File: config.mk
export PLATFORM = sky130hd
export DESIGN_NAME = roman_numeral_encoder_unit
export DESIGN_NICKNAME = d
export VERILOG_FILES = /design/src/rne_pkg.sv /design/src/rne_bcd.sv /design/src/roman_numeral_encoder_unit.sv
export SDC_FILE = /design/constraint.sdc
export NUM_CORES = 1
export LEC_CHECK = 0
export BUFFER_PORTS_ARGS = -buffer_cell sky130_fd_sc_hd__buf_2
export CORE_AREA = 2 2 99 101
export CTS_CLUSTER_DIAMETER = 150
export DETAILED_ROUTE_END_ITERATION = 10
export DIE_AREA = 0 0 101 103
export GPL_TIMING_DRIVEN = 1
export PLACE_DENSITY = 0.73
export SLEW_MARGIN = 0
export SYNTH_ARGS = -nofsm -noshare
export SYNTH_HDL_FRONTEND = slang
export SYNTH_HIERARCHICAL = 1
export SYNTH_SLANG_ARGS = --single-unit
File: constraint.sdc
create_clock -name clk -period 10.1 [get_ports clk]
set_clock_uncertainty 0.1 [all_clocks]
set_input_delay 2.02 -clock clk [delete_from_list [all_inputs] [get_ports clk]]
set_output_delay 2.02 -clock clk [all_outputs]
set_load 0.005 [all_outputs]
File: src/rne_pkg.sv
// Package for the Roman numeral encoder: widths, ASCII letter codes and the
// per-digit letter tables. No dependencies.
package rne_pkg;

  localparam int VALUE_W  = 14;
  localparam int SYM_W    = 7;
  localparam int DIGIT_W  = 4;
  localparam int NDIGITS  = 4;
  localparam int BCD_W    = DIGIT_W * NDIGITS;
  localparam int LEN_W    = 3;
  localparam int TOTAL_W  = 4;

  localparam logic [SYM_W-1:0] CH_I = 7'h49;
  localparam logic [SYM_W-1:0] CH_V = 7'h56;
  localparam logic [SYM_W-1:0] CH_X = 7'h58;
  localparam logic [SYM_W-1:0] CH_L = 7'h4C;
  localparam logic [SYM_W-1:0] CH_C = 7'h43;
  localparam logic [SYM_W-1:0] CH_D = 7'h44;
  localparam logic [SYM_W-1:0] CH_M = 7'h4D;

  typedef enum logic [1:0] {
    ROLE_ONE  = 2'd0,
    ROLE_FIVE = 2'd1,
    ROLE_TEN  = 2'd2
  } role_t;

  typedef enum logic [1:0] {
    PLACE_UNITS = 2'd0,
    PLACE_TENS  = 2'd1,
    PLACE_HUND  = 2'd2,
    PLACE_THOU  = 2'd3
  } place_t;

  // Status of the binary to decimal converter.
  typedef struct packed {
    logic               done;
    logic [DIGIT_W-1:0] thou;
    logic [DIGIT_W-1:0] hund;
    logic [DIGIT_W-1:0] tens;
    logic [DIGIT_W-1:0] units;
  } bcd_res_t;

  // Number of letters for one hundreds, tens or units digit.
  function automatic logic [LEN_W-1:0] digit_len(input logic [DIGIT_W-1:0] d);
    logic [LEN_W-1:0] len;
    case (d)
      4'd1:    len = 3'd1;
      4'd2:    len = 3'd2;
      4'd3:    len = 3'd3;
      4'd4:    len = 3'd2;
      4'd5:    len = 3'd1;
      4'd6:    len = 3'd2;
      4'd7:    len = 3'd3;
      4'd8:    len = 3'd4;
      4'd9:    len = 3'd2;
      default: len = 3'd0;
    endcase
    return len;
  endfunction

  // The thousands digit gives M only for one to three.
  function automatic logic [LEN_W-1:0] thou_len(input logic [DIGIT_W-1:0] d);
    logic [LEN_W-1:0] len;
    case (d)
      4'd1:    len = 3'd1;
      4'd2:    len = 3'd2;
      4'd3:    len = 3'd3;
      default: len = 3'd0;
    endcase
    return len;
  endfunction

  // Role of letter k within a digit.
  function automatic role_t digit_role(input logic [DIGIT_W-1:0] d,
                                       input logic [LEN_W-1:0]   k);
    role_t role;
    role = ROLE_ONE;
    if (k == '0) begin
      if (d >= 4'd5 && d <= 4'd8) begin
        role = ROLE_FIVE;
      end
    end else if (k == 3'd1) begin
      if (d == 4'd4) begin
        role = ROLE_FIVE;
      end else if (d == 4'd9) begin
        role = ROLE_TEN;
      end
    end
    return role;
  endfunction

  function automatic logic [SYM_W-1:0] place_letter(input place_t place,
                                                    input role_t  role);
    logic [SYM_W-1:0] ch;
    case (place)
      PLACE_UNITS: ch = (role == ROLE_ONE) ? CH_I : (role == ROLE_FIVE) ? CH_V : CH_X;
      PLACE_TENS:  ch = (role == ROLE_ONE) ? CH_X : (role == ROLE_FIVE) ? CH_L : CH_C;
      PLACE_HUND:  ch = (role == ROLE_ONE) ? CH_C : (role == ROLE_FIVE) ? CH_D : CH_M;
      default:     ch = CH_M;
    endcase
    return ch;
  endfunction

endpackage

File: src/rne_bcd.sv
// Iterative binary to decimal converter (shift and add-three), one input bit
// per cycle. Depends on rne_pkg.
module rne_bcd import rne_pkg::*; (
  input  logic               clk,
  input  logic               rst_n,
  input  logic               start,
  input  logic [VALUE_W-1:0] value,
  output bcd_res_t           res
);

  localparam int CNT_W = $clog2(VALUE_W);

  logic               busy_r, busy_nxt;
  logic               done_r, done_nxt;
  logic [CNT_W-1:0]   cnt_r, cnt_nxt;
  logic [VALUE_W-1:0] shift_r, shift_nxt;
  logic [BCD_W-1:0]   bcd_r, bcd_nxt;
  logic [BCD_W-1:0]   adj;

  // Add three to every digit of five or more before the shift. Digits that
  // carry out of the thousands place are dropped, which keeps the value mod
  // ten thousand.
  always_comb begin
    for (int i = 0; i < NDIGITS; i++) begin
      adj[i*DIGIT_W +: DIGIT_W] = (bcd_r[i*DIGIT_W +: DIGIT_W] >= 4'd5)
                                  ? bcd_r[i*DIGIT_W +: DIGIT_W] + 4'd3
                                  : bcd_r[i*DIGIT_W +: DIGIT_W];
    end
  end

  always_comb begin
    busy_nxt  = busy_r;
    done_nxt  = 1'b0;
    cnt_nxt   = cnt_r;
    shift_nxt = shift_r;
    bcd_nxt   = bcd_r;
    if (start) begin
      busy_nxt  = 1'b1;
      cnt_nxt   = '0;
      shift_nxt = value;
      bcd_nxt   = '0;
    end else if (busy_r) begin
      bcd_nxt   = {adj[BCD_W-2:0], shift_r[VALUE_W-1]};
      shift_nxt = {shift_r[VALUE_W-2:0], 1'b0};
      cnt_nxt   = cnt_r + 1'b1;
      if (cnt_r == CNT_W'(VALUE_W - 1)) begin
        busy_nxt = 1'b0;
        done_nxt = 1'b1;
      end
    end
  end

  always_ff @(posedge clk) begin
    if (!rst_n) begin
      busy_r <= 1'b0;
      done_r <= 1'b0;
      cnt_r  <= '0;
    end else begin
      busy_r <= busy_nxt;
      done_r <= done_nxt;
      cnt_r  <= cnt_nxt;
    end
    shift_r <= shift_nxt;
    bcd_r   <= bcd_nxt;
  end

  assign res.done  = done_r;
  assign res.thou  = bcd_r[3*DIGIT_W +: DIGIT_W];
  assign res.hund  = bcd_r[2*DIGIT_W +: DIGIT_W];
  assign res.tens  = bcd_r[1*DIGIT_W +: DIGIT_W];
  assign res.units = bcd_r[0*DIGIT_W +: DIGIT_W];

endmodule

File: src/roman_numeral_encoder_unit.sv
// Roman numeral encoder top level. Depends on rne_pkg and rne_bcd.
// An accepted item is converted to decimal digits in rne_bcd, the digits are
// loaded, then the walk emits one letter per result from thousands down to
// units, stepping past each digit that gives no letter. No new item is taken
// until the final result of the current one is in the output register.
// Synchronous reset empties the output.
module roman_numeral_encoder_unit import rne_pkg::*; (
  input  logic               clk,
  input  logic               rst_n,
  input  logic               in_valid,
  output logic               in_ready,
  input  logic [VALUE_W-1:0] in_value,
  output logic               out_valid,
  input  logic               out_ready,
  output logic [SYM_W-1:0]   out_symbol,
  output logic               out_has_symbol,
  output logic               out_is_last
);

  typedef enum logic [1:0] {
    S_IDLE,
    S_CONV,
    S_EMIT
  } state_t;

  state_t             state_r, state_nxt;
  bcd_res_t           bcd_res;
  logic               in_fire;

  // Digits held for the emit walk.
  logic [DIGIT_W-1:0] thou_r, thou_nxt;
  logic [DIGIT_W-1:0] hund_r, hund_nxt;
  logic [DIGIT_W-1:0] tens_r, tens_nxt;
  logic [DIGIT_W-1:0] units_r, units_nxt;
  logic [TOTAL_W-1:0] total_r, total_nxt;
  logic [TOTAL_W-1:0] sent_r, sent_nxt;
  place_t             pos_r, pos_nxt;
  logic [LEN_W-1:0]   k_r, k_nxt;

  // Output register.
  logic               out_valid_r, out_valid_nxt;
  logic [SYM_W-1:0]   out_symbol_r, out_symbol_nxt;
  logic               out_has_r, out_has_nxt;
  logic               out_last_r, out_last_nxt;

  logic [DIGIT_W-1:0] cur_d;
  logic [LEN_W-1:0]   cur_len;
  logic               slot_free;
  logic               is_last_letter;

  assign in_ready = (state_r == S_IDLE);
  assign in_fire  = in_valid && in_ready;

  rne_bcd u_bcd (
    .clk   (clk),
    .rst_n (rst_n),
    .start (in_fire),
    .value (in_value),
    .res   (bcd_res)
  );

  // The digit under the walk and how many letters it gives.
  always_comb begin
    case (pos_r)
      PLACE_THOU:  cur_d = thou_r;
      PLACE_HUND:  cur_d = hund_r;
      PLACE_TENS:  cur_d = tens_r;
      default:     cur_d = units_r;
    endcase
    cur_len = (pos_r == PLACE_THOU) ? thou_len(cur_d) : digit_len(cur_d);
  end

  // The output register can take a new result when it is empty or its
  // current result leaves in this cycle.
  assign slot_free      = !out_valid_r || out_ready;
  assign is_last_letter = (TOTAL_W'(sent_r + 1'b1) == total_r);

  always_comb begin
    state_nxt      = state_r;
    thou_nxt       = thou_r;
    hund_nxt       = hund_r;
    tens_nxt       = tens_r;
    units_nxt      = units_r;
    total_nxt      = total_r;
    sent_nxt       = sent_r;
    pos_nxt        = pos_r;
    k_nxt          = k_r;
    out_valid_nxt  = out_valid_r && !out_ready;
    out_symbol_nxt = out_symbol_r;
    out_has_nxt    = out_has_r;
    out_last_nxt   = out_last_r;

    case (state_r)
      S_IDLE: begin
        if (in_fire) begin
          state_nxt = S_CONV;
        end
      end

      S_CONV: begin
        if (bcd_res.done) begin
          thou_nxt  = bcd_res.thou;
          hund_nxt  = bcd_res.hund;
          tens_nxt  = bcd_res.tens;
          units_nxt = bcd_res.units;
          total_nxt = TOTAL_W'(thou_len(bcd_res.thou))
                    + TOTAL_W'(digit_len(bcd_res.hund))
                    + TOTAL_W'(digit_len(bcd_res.tens))
                    + TOTAL_W'(digit_len(bcd_res.units));
          sent_nxt  = '0;
          pos_nxt   = PLACE_THOU;
          k_nxt     = '0;
          state_nxt = S_EMIT;
        end
      end

      S_EMIT: begin
        if (total_r == '0) begin
          // A number with no letters gives one empty, final result.
          if (slot_free) begin
            out_valid_nxt  = 1'b1;
            out_symbol_nxt = '0;
            out_has_nxt    = 1'b0;
            out_last_nxt   = 1'b1;
            state_nxt      = S_IDLE;
          end
        end else if (k_r >= cur_len) begin
          // This digit is finished; step down to the next place.
          pos_nxt = place_t'(pos_r - 1'b1);
          k_nxt   = '0;
        end else if (slot_free) begin
          out_valid_nxt  = 1'b1;
          out_symbol_nxt = (pos_r == PLACE_THOU)
                           ? CH_M
                           : place_letter(pos_r, digit_role(cur_d, k_r));
          out_has_nxt    = 1'b1;
          out_last_nxt   = is_last_letter;
          k_nxt          = k_r + 1'b1;
          sent_nxt       = sent_r + 1'b1;
          if (is_last_letter) begin
            state_nxt = S_IDLE;
          end
        end
      end

      default: begin
        state_nxt = S_IDLE;
      end
    endcase
  end

  always_ff @(posedge clk) begin
    if (!rst_n) begin
      state_r     <= S_IDLE;
      out_valid_r <= 1'b0;
    end else begin
      state_r     <= state_nxt;
      out_valid_r <= out_valid_nxt;
    end
    thou_r       <= thou_nxt;
    hund_r       <= hund_nxt;
    tens_r       <= tens_nxt;
    units_r      <= units_nxt;
    total_r      <= total_nxt;
    sent_r       <= sent_nxt;
    pos_r        <= pos_nxt;
    k_r          <= k_nxt;
    out_symbol_r <= out_symbol_nxt;
    out_has_r    <= out_has_nxt;
    out_last_r   <= out_last_nxt;
  end

  assign out_valid      = out_valid_r;
  assign out_symbol     = out_symbol_r;
  assign out_has_symbol = out_has_r;
  assign out_is_last    = out_last_r;

endmodule

Yosys cells after proc, flatten, opt, wreduce, memory -nomap -nowiden. Memory sizes are Yosys's and may differ from the RTL's. A register that Yosys moved wholly into a read port is not among the register bits. Cells that the tools add are included.

Bits in registers: 77. Bits in read-only memories: 192. Input bits: 18. Memories kept: 4.

Add/sub/neg operators: 11. $lt $le $gt $ge: 7. Equality and inequality tests: 29. Mux-type cells: 82. Bitwise logic cells: 2. Reductions and logical operators: 22.

Memories: (no name shown) (depth 16, width 3, read ports 1, clocked after memory_dff 1, write ports 0, line rne_pkg.sv:46) `case (d)`; (no name shown) (depth 16, width 3, read ports 1, clocked after memory_dff 1, write ports 0, line rne_pkg.sv:46); (no name shown) (depth 16, width 3, read ports 1, clocked after memory_dff 1, write ports 0, line rne_pkg.sv:46); (no name shown) (depth 16, width 3, read ports 1, clocked after memory_dff 0, write ports 0, line rne_pkg.sv:46).

Operator list (number): $mux W4 (17); $mux W3 (14); $mux W2 (18); $mux W7 (5); $mux W14 (2); $ge A4 B3 Y1 const B (5); $pmux W2 S3 (3); $eq A4 B2 Y1 const B (4); $mux W1 (16); $pmux W5 S3 (1); $add A4 B2 Y4 const B (3); $ne A2 B2 Y1 const B (6); $ne A3 B3 Y1 const B (4); $pmux W4 S3 (1); $reduce_and A4 Y1 (3); $mux W5 (2); $add A4 B1 Y4 const B (2); $add A4 B3 Y4 (2); $eq A4 B1 Y1 const B (2); $eq A4 B4 Y1 const B (2); $pmux W4 S2 (1); $eq A2 B1 Y1 const B (3); $eq A2 B2 Y1 const B (3); $logic_not A2 Y1 (3); 24 further kinds (31).

Logic depth before layout (Yosys ltp). Gate-level depths: netlist of the first run.

Word-level depth: 19. Gate-level depth with buffers: 15. Mapped depth without buffers: 14.

Hierarchy. Netlist of the first run, hierarchy kept.

By module, submodules not included: roman_numeral_encoder_unit (instances 1, cells each 205, area an instance 2338.5 um^2, seq. area each 1171.1 um^2); rne_bcd (instances 1, cells each 172, area an instance 1786.7 um^2, seq. area each 860.8 um^2).

Least setup slack after synthesis of the first run. Ideal clock, no wire load.

Path type: register -> register. Start point: register pos_r[0]. End point: register out_has_r, in the netlist out_has_symbol (enable). Setup time: 370 ps. Arrival: 2811 ps. Data required time: 9630 ps. Path slack: 6819 ps. Stages on the path, launching flop included: 16. Period minus slack after synthesis: 3281 ps. Path through: edfxtp_1 inv_1 ha_1 buf_6 a222oi_1 nand2_1 o21ai_1 nand2_1 a211oi_1 a21oi_1 ha_1 a21oi_1 nor2b_1 nor2_1 o21ai_1 nor2_1.

Word-level cells in the longest chain between the ends: 8. Elaborated cells on any way between the ends: 14. Classes of those cells: order compare (1); eq/ne (7); mux (3); reduce/logical (2); memory (1).

Ends and longest elaborated chain: start: declaration (line roman_numeral_encoder_unit.sv:37) `place_t pos_r, pos_nxt;`; start signal: assignment (line roman_numeral_encoder_unit.sv:166) `pos_r <= pos_nxt;`; branches (longest 4 deep; another with $mem_v2 Z16 W3); $mux W3 * (line roman_numeral_encoder_unit.sv:70) `cur_len = (pos_r == PLACE_THOU) ? thou_len(cur_d) : digit_len(cur_d);`; $ge A3 B3 Y1 * (line roman_numeral_encoder_unit.sv:127) `end else if (k_r >= cur_len) begin`; $ne A2 B2 Y1 (no source line) or $reduce_bool A2 Y1 (tied branches); $reduce_and A4 Y1 (no source line) *; end signal: assignment (line roman_numeral_encoder_unit.sv:169) `out_has_r <= out_has_nxt;`; end: declaration (line roman_numeral_encoder_unit.sv:43) `logic out_has_r, out_has_nxt;`.

Every way passes the cells marked *. A chain may end at the register's enable or synchronous reset.

Final worst setup path of the first run.
Start point: register pos_r[0]. End point: register out_last_r, in the netlist out_is_last (enable).

Word-level cells in the longest chain between the ends: 8. Elaborated cells on any way between the ends: 14. Classes of those cells: order compare (1); eq/ne (7); mux (3); reduce/logical (2); memory (1).

Ends and longest elaborated chain: branches (longest 4 deep; another with $mem_v2 Z16 W3); $mux W3 * (line roman_numeral_encoder_unit.sv:70); $ge A3 B3 Y1 * (line roman_numeral_encoder_unit.sv:127); $ne A2 B2 Y1 (no source line) or $reduce_bool A2 Y1 (tied branches); $reduce_and A4 Y1 (no source line) *; end signal: assignment (line roman_numeral_encoder_unit.sv:170) `out_last_r <= out_last_nxt;`; end: declaration (line roman_numeral_encoder_unit.sv:44) `logic out_last_r, out_last_nxt;`.

Marks and branches as above.

==> results of run 1 <==
==> cell type report <==
cell class | count | area [um^2]
inverter | 33 | 124
tap | 114 | 143
clock buffer | 11 | 131
fill | 870 | 4950
multi-input combinational | 254 | 1880
timing repair buffer | 28 | 143
sequential | 76 | 2030
clock inverter | 5 | 55.1
==> flip-flops by register name (all words and copies together) (netlist names), 2 cells and up <==
signal / flops
hund_r: 4
k_r: 3
out_symbol: 6
pos_r: 2
sent_r: 4
state_r: 2
tens_r: 4
thou_r: 4
total_r: 4
u_bcd/bcd_r: 16
u_bcd/cnt_r: 4
u_bcd/shift_r: 14
units_r: 4
==> power by group <==
part	total [W]	internal (W)	switching, W	leakage (nW)
logic	0.000125	0.0000567	0.0000683	0.922
clock network	0.000221	0.000113	0.000107	0.0893
registers	0.000386	0.000360	0.0000265	0.688
total	0.000732	0.000530	0.000202	1.70
==> cell usage in the layout, fill, tap and decap left out, types with 3 or more instances in the layout <==
master                     synthesis  routed
sky130_fd_sc_hd__edfxtp_1         51      51
sky130_fd_sc_hd__inv_1            31      31
sky130_fd_sc_hd__a21oi_1          27      27
sky130_fd_sc_hd__buf_2             8      27
sky130_fd_sc_hd__ha_1             25      25
sky130_fd_sc_hd__dfxtp_1          25      25
sky130_fd_sc_hd__nor2_1           24      24
sky130_fd_sc_hd__nand2_1          16      16
sky130_fd_sc_hd__mux2_2           13      13
sky130_fd_sc_hd__o21ai_0          12      12
sky130_fd_sc_hd__nand3_1          11      11
sky130_fd_sc_hd__o21ai_1           9       9
sky130_fd_sc_hd__nor3_1            9       9
sky130_fd_sc_hd__clkbuf_8          0       9
sky130_fd_sc_hd__nand2b_1          8       8
sky130_fd_sc_hd__mux2i_1           7       7
sky130_fd_sc_hd__and2_1            6       6
sky130_fd_sc_hd__xor2_1            6       6
sky130_fd_sc_hd__xnor2_1           6       6
sky130_fd_sc_hd__nor2b_1           6       6
sky130_fd_sc_hd__nand4_1           6       6
sky130_fd_sc_hd__o22ai_1           5       5
sky130_fd_sc_hd__fa_1              5       5
sky130_fd_sc_hd__and3_1            3       3
sky130_fd_sc_hd__a222oi_1          3       3
sky130_fd_sc_hd__a211oi_1          3       3
sky130_fd_sc_hd__a31oi_1           3       3
sky130_fd_sc_hd__or3_1             3       3
sky130_fd_sc_hd__a221oi_2          3       3
sky130_fd_sc_hd__o22a_2            3       3
sky130_fd_sc_hd__a311o_1           3       3
sky130_fd_sc_hd__o32ai_1           3       3
==> final timing paths <==
check                    start     endpoint  slack [ps]  depth (start not counted)
setup reg to reg      pos_r[0]  out_is_last        6370                         13
hold reg to reg   u_bcd/done_r   state_r[0]         360                          1
hold / removal    u_bcd/done_r   state_r[0]         360                          1
setup / recovery      pos_r[0]  out_is_last        6370                         13
==> per-stage QoR <==
step,area (um^2),total power (W),hold slack [ps]
floorplan,4130,0.000483,322
global placement,4320,0.000509,339
detailed placement,4320,0.000518,353
CTS,4510,0.000740,362
global route,4510,0.000778,375
finish,4510,0.000732,361
==> cell families (layout without fill, tap and decap cells) <==
group,Yosys count,in the layout,share of synthesized area [%]
buf+inv,47,77,5.16
flops,76,76,49.3
compound gates,89,89,14.6
mux,21,21,5.52
xor+xnor,12,12,2.55
other cells,1,1,0.0909
fa+ha+maj,30,30,10.0
simple gates,101,101,12.8
==> routing by layer <==
layer | track usage (%) | wire length (um) | vias to the layer above | part of all wire (%)
met2 | 26.8 | 3620 | 58 | 49
met3 | 4.34 | 283 | 11 | 3.9
met5 | 0 | 0 | - | 0
li1 | - | - | 1426 | -
met1 | 17.8 | 3360 | 1353 | 46
met4 | 5.61 | 89 | 0 | 1.2
==> critical path, delay by kind of cell, from the launching register on <==
kind,cells,cell delay (ps)
flops,1,460
compound gates,4,580
fa+ha+maj,2,640
buf+inv,2,330
simple gates,4,880
mux,1,360
==> metrics.cfg, run 1 <==
[global_routing]
grt_pass1_vias=2812
global_route_wire_length_before_repair_um=12500
grt_start_max_net_pins=41
grt_antenna_before_repair=0
grt_overflow_total=0
track_usage_pct=15.2

[cells_and_area]
finish.net_count=450
area.growth.synth_to_final_pct=9.28
antenna_cells=0
instances_no_fill=521
drive_gt1_share_pct=17.0
final_util_pct=47.7

[floorplanning]
coreArea_um2=9460
initial_utilization_pct=43.6
fp.dieArea_um2=10400
die-height_um=103
die_w_um=101
ioPinCount=29
standard_cell_row_count=36

[timing]
finalHoldViolCount=0
maxSlewHeadroom_pct=21.9
tightestPinTransition_ps=1160
timing.final.crit_share_pct=36.9
post-route-worst-setup-slack_ps=6370
rsz0062_at_grt=false
slew_violations=0
final.setup.tns_ps=0
setup-violations-final=0
final_period_minus_worst_setup_slack_ps=3730
maxClockFrequency_ghz=0.268

[yosys]
synth.net_count=425
yosys_warnings=6
ys_ff_latch=76
post_synth.cell_area_avg_um2=10.9
post-synth-top-area-fraction_pct=37.1
ys_seq_area_share_pct=49.3
most_frequently_used_cell_type_in_the_post_synthesis_netlist=sky130_fd_sc_hd__edfxtp_1
synth_enable_flop_cells=51
ys_top_cells_by_area=sky130_fd_sc_hd__edfxtp_1, sky130_fd_sc_hd__dfxtp_1, sky130_fd_sc_hd__ha_1
yosys-top-cells-count=sky130_fd_sc_hd__edfxtp_1, sky130_fd_sc_hd__inv_1, sky130_fd_sc_hd__a21oi_1
instance_count_of_the_mapped_netlist=377
yosysTopAreaCell=sky130_fd_sc_hd__edfxtp_1
post_synth_instance_area_um2=4130
ys_types=56
dominantRegCellSynth=sky130_fd_sc_hd__edfxtp_1
async_reset_ff_share_pct=0

[clock_tree]
cts_htree_levels=3
holdBufCountCts=0
cts_repair_resize_count=0
cts.sinks=76
clock-root-buffer=sky130_fd_sc_hd__clkbuf_8
cts.reportedPaths.clkPinSlew_ps=80
post_cts_buffers=0
clk_latency_ps=340
tritoncts_clock_tree=yes
cts-buffers-inserted=9
cts.path.max_buffers=2

[detailed_routing]
num_vias=2848
drtPass1Iterations=4
ant_nets_after_route=0
post_drt_wl_per_cell_um=14.1
drt_iter0_drc=165
drc=0
vias_per_cell=5.47
totalWireLength_um=7350

[power]
vdd_ir_drop_max_uv=84.4
power_density_nw_per_um2=162
power.static_leakage_nw=1.70

[worst_setup_path]
worst_path_max_delay_cell=sky130_fd_sc_hd__nor2_1
required_time_worst_endpoint_ps=9980
startpoint_type=register
cp_data_arrival_time_ps=3600
crit_fanout=9
critPathCaptureType=register
timing_worst_setup_path_type=register to register
critical-path-max-stage-delay_ps=540
worstPathCellList=inv_1 > ha_1 > inv_1 > mux2i_1 > nand2_1 > a211oi_1 > a21oi_1 > ha_1 > a21oi_1 > nor2b_1 > nor2_1 > o21ai_1 > nor2_1

[flow_run]
cap_violations=0

[placed_design]
port-buffer-count=27
worst_slack_after_detailed_placement_ps=6410
hpwl_um=5290
place.gp.congestion=0.829
numPlacedInstances=505

[hold_path]
hold_path.class=register to register

[outcome]
run_status=finished, final reports clean

No activity file was read; power rests on OpenSTA's default activity.
==> run 2: changes to the inputs <==
==> constraint.sdc (replaced) <==
create_clock -name clk -period 3.75 [get_ports clk]
set_clock_uncertainty 0.1 [all_clocks]
set_input_delay 0.75 -clock clk [delete_from_list [all_inputs] [get_ports clk]]
set_output_delay 0.75 -clock clk [all_outputs]
set_load 0.005 [all_outputs]
==> metrics.cfg, run 2 (synthesis gave the netlist of run 1 again) <==
[global_routing]
grt_start_max_net_pins=31
grt_overflow_total=0
global_route_wire_length_before_repair_um=12800
track_usage_pct=15.5
grt_antenna_before_repair=0
grt_pass1_vias=2833

[cells_and_area]
drive_gt1_share_pct=18.6
most_flop_heavy_register=u_bcd/bcd_r
layout_common_cells=sky130_fd_sc_hd__edfxtp_1, sky130_fd_sc_hd__inv_1, sky130_fd_sc_hd__a21oi_1, sky130_fd_sc_hd__buf_2, sky130_fd_sc_hd__dfxtp_1
antenna_cells=0
largest_register_ffs=16
finish.net_count=456
area.growth.synth_to_final_pct=11.3
most_common_library_cell_in_the_layout_ignoring_fill_and_taps=sky130_fd_sc_hd__edfxtp_1

[timing]
slew_violations=0
maxSlewHeadroom_pct=56.5
timing.final.crit_share_pct=90.3
finalHoldViolCount=0
rsz0062_at_grt=false
final.setup.tns_ps=0
post-route-worst-setup-slack_ps=365
final_period_minus_worst_setup_slack_ps=3390
tightestPinTransition_ps=652
maxClockFrequency_ghz=0.295
setup-violations-final=0

[worst_setup_path]
critPathCaptureType=register
setup.reg_to_reg.worst_slack_ps=360
critical_path_buf_inv_count=2
cp_data_arrival_time_ps=3340
r2r-start=pos_r[0]
r2r_end=out_symbol[2]
required_time_worst_endpoint_ps=3710
worstPathCellList=inv_1 > ha_1 > a222oi_1 > mux2i_1 > a211oi_1 > ha_1 > nand2b_1 > a21oi_1 > nor2b_1 > nor2_1 > o21ai_1 > nor2_1 > buf_4
crit_start=pos_r[0]
worst_path_max_delay_cell=sky130_fd_sc_hd__a222oi_1
worst_reg2reg_path_depth=13
timing.critical_path.max_delay_family=compound AO/OA/AOI/OAI gates
crit_fanout=9
timing_worst_setup_path_type=register to register
setup.worst_path.end=out_symbol[2]
critical-path-max-stage-delay_ps=450
crit_cells=13
startpoint_type=register

[detailed_routing]
drc=0
totalWireLength_um=7380
num_vias=2862
vias_per_cell=5.43
post_drt_wl_per_cell_um=14.0
drtPass1Iterations=5
drt_iter0_drc=125
ant_nets_after_route=0

[power]
cell_internal_pwr_w=0.00151
vdd_ir_drop_max_uv=281
power.static_leakage_nw=1.75
combPwrFrac_pct=16.4
post-layout-total-power_w=0.00205
power_frac_seq_pct=50.5
power.share.clock_pct=33.2
power_switching_w=0.000537
power_density_nw_per_um2=446
power.switching_fraction_pct=26.2

[floorplanning]
fp.dieArea_um2=10400
ioPinCount=29
die-height_um=103
coreArea_um2=9460
die_w_um=101
initial_utilization_pct=43.6
standard_cell_row_count=36

[placed_design]
hpwl_um=5430
port-buffer-count=27
place.gp.congestion=0.843
worst_slack_after_detailed_placement_ps=393

[flow_run]
cap_violations=0

[clock_tree]
clock-root-buffer=sky130_fd_sc_hd__clkbuf_8
holdBufCountCts=0
cts.path.max_buffers=2
cts.reportedPaths.clkPinSlew_ps=70
tritoncts_clock_tree=yes
clk_latency_ps=350
cts.sinks=76
cts-buffers-inserted=9
cts_htree_levels=3

[hold_path]
hold_path.class=register to register
hp-start=u_bcd/bcd_r[13]

[outcome]
run_status=finished, final reports clean

==> run 2: layout make-up <==
class	count	area (um^2)
inverters	33	124
clock inverters	4	72.6
fillers	862	4870
clock buffers	12	145
well taps	114	143
repair buffers	34	188
multi-input cells	254	1890
flip-flops and latches	76	2030
==> run 2: worst min-delay path by stage <==
stage,to,slack (ps),cells past startpoint
floorplan,thou_r[1],320,0
global placement,state_r[0],330,1
detailed placement,thou_r[1],350,0
CTS,thou_r[1],360,0
global route,thou_r[1],360,0
finish,thou_r[1],360,0
==> run 2: through the flow <==
step	cells	utilization (%)	cell area (um^2)	hold WS (ps)
final	527	48.5	4590	356
after global routing	527	48.5	4590	358
after CTS	525	48.3	4570	356
after detailed placement	509	46.0	4350	348
after global placement	509	46.0	4350	332
after floorplan	377	-	4130	322
==> run 2: power groups by stage <==
stage	logic, W	registers (W)	clock network (W)
6_report	0.000335	0.00103	0.000679
5_1_grt	0.000390	0.00105	0.000725
4_1_cts	0.000341	0.00103	0.000700
3_5_place_dp	0.000340	0.00105	0
3_3_place_gp	0.000325	0.00105	0
2_1_floorplan	0.000271	0.00103	0
==> run 2: worst register-to-register path: cells and delay by family, from the launching register on <==
family / cells / cell delay, ps
AO/OA/AOI/OAI: 4 / 990
adder cells (fa/ha/maj): 2 / 580
flip-flops: 1 / 400
AND/OR/NAND/NOR: 4 / 540
buffers and inverters: 2 / 260
multiplexers: 1 / 230
==> run 2: routing by layer <==
| metal | routed length, um | global-route usage [%] | vias to the layer above |
|---|---|---|---|
| met4 | 72 | 5.09 | 0 |
| met3 | 242 | 4.14 | 7 |
| met2 | 3580 | 27.0 | 46 |
| met1 | 3480 | 18.8 | 1375 |
| li1 | - | - | 1434 |
| met5 | 0 | 0 | - |
==> run 2: repair_timing <==
| action | CTS | global route |
|---|---|---|
| setup endpoints to repair | 0 | 12 |
| gates resized for setup | 0 | 2 |
| buffers inserted | 0 | 2 |
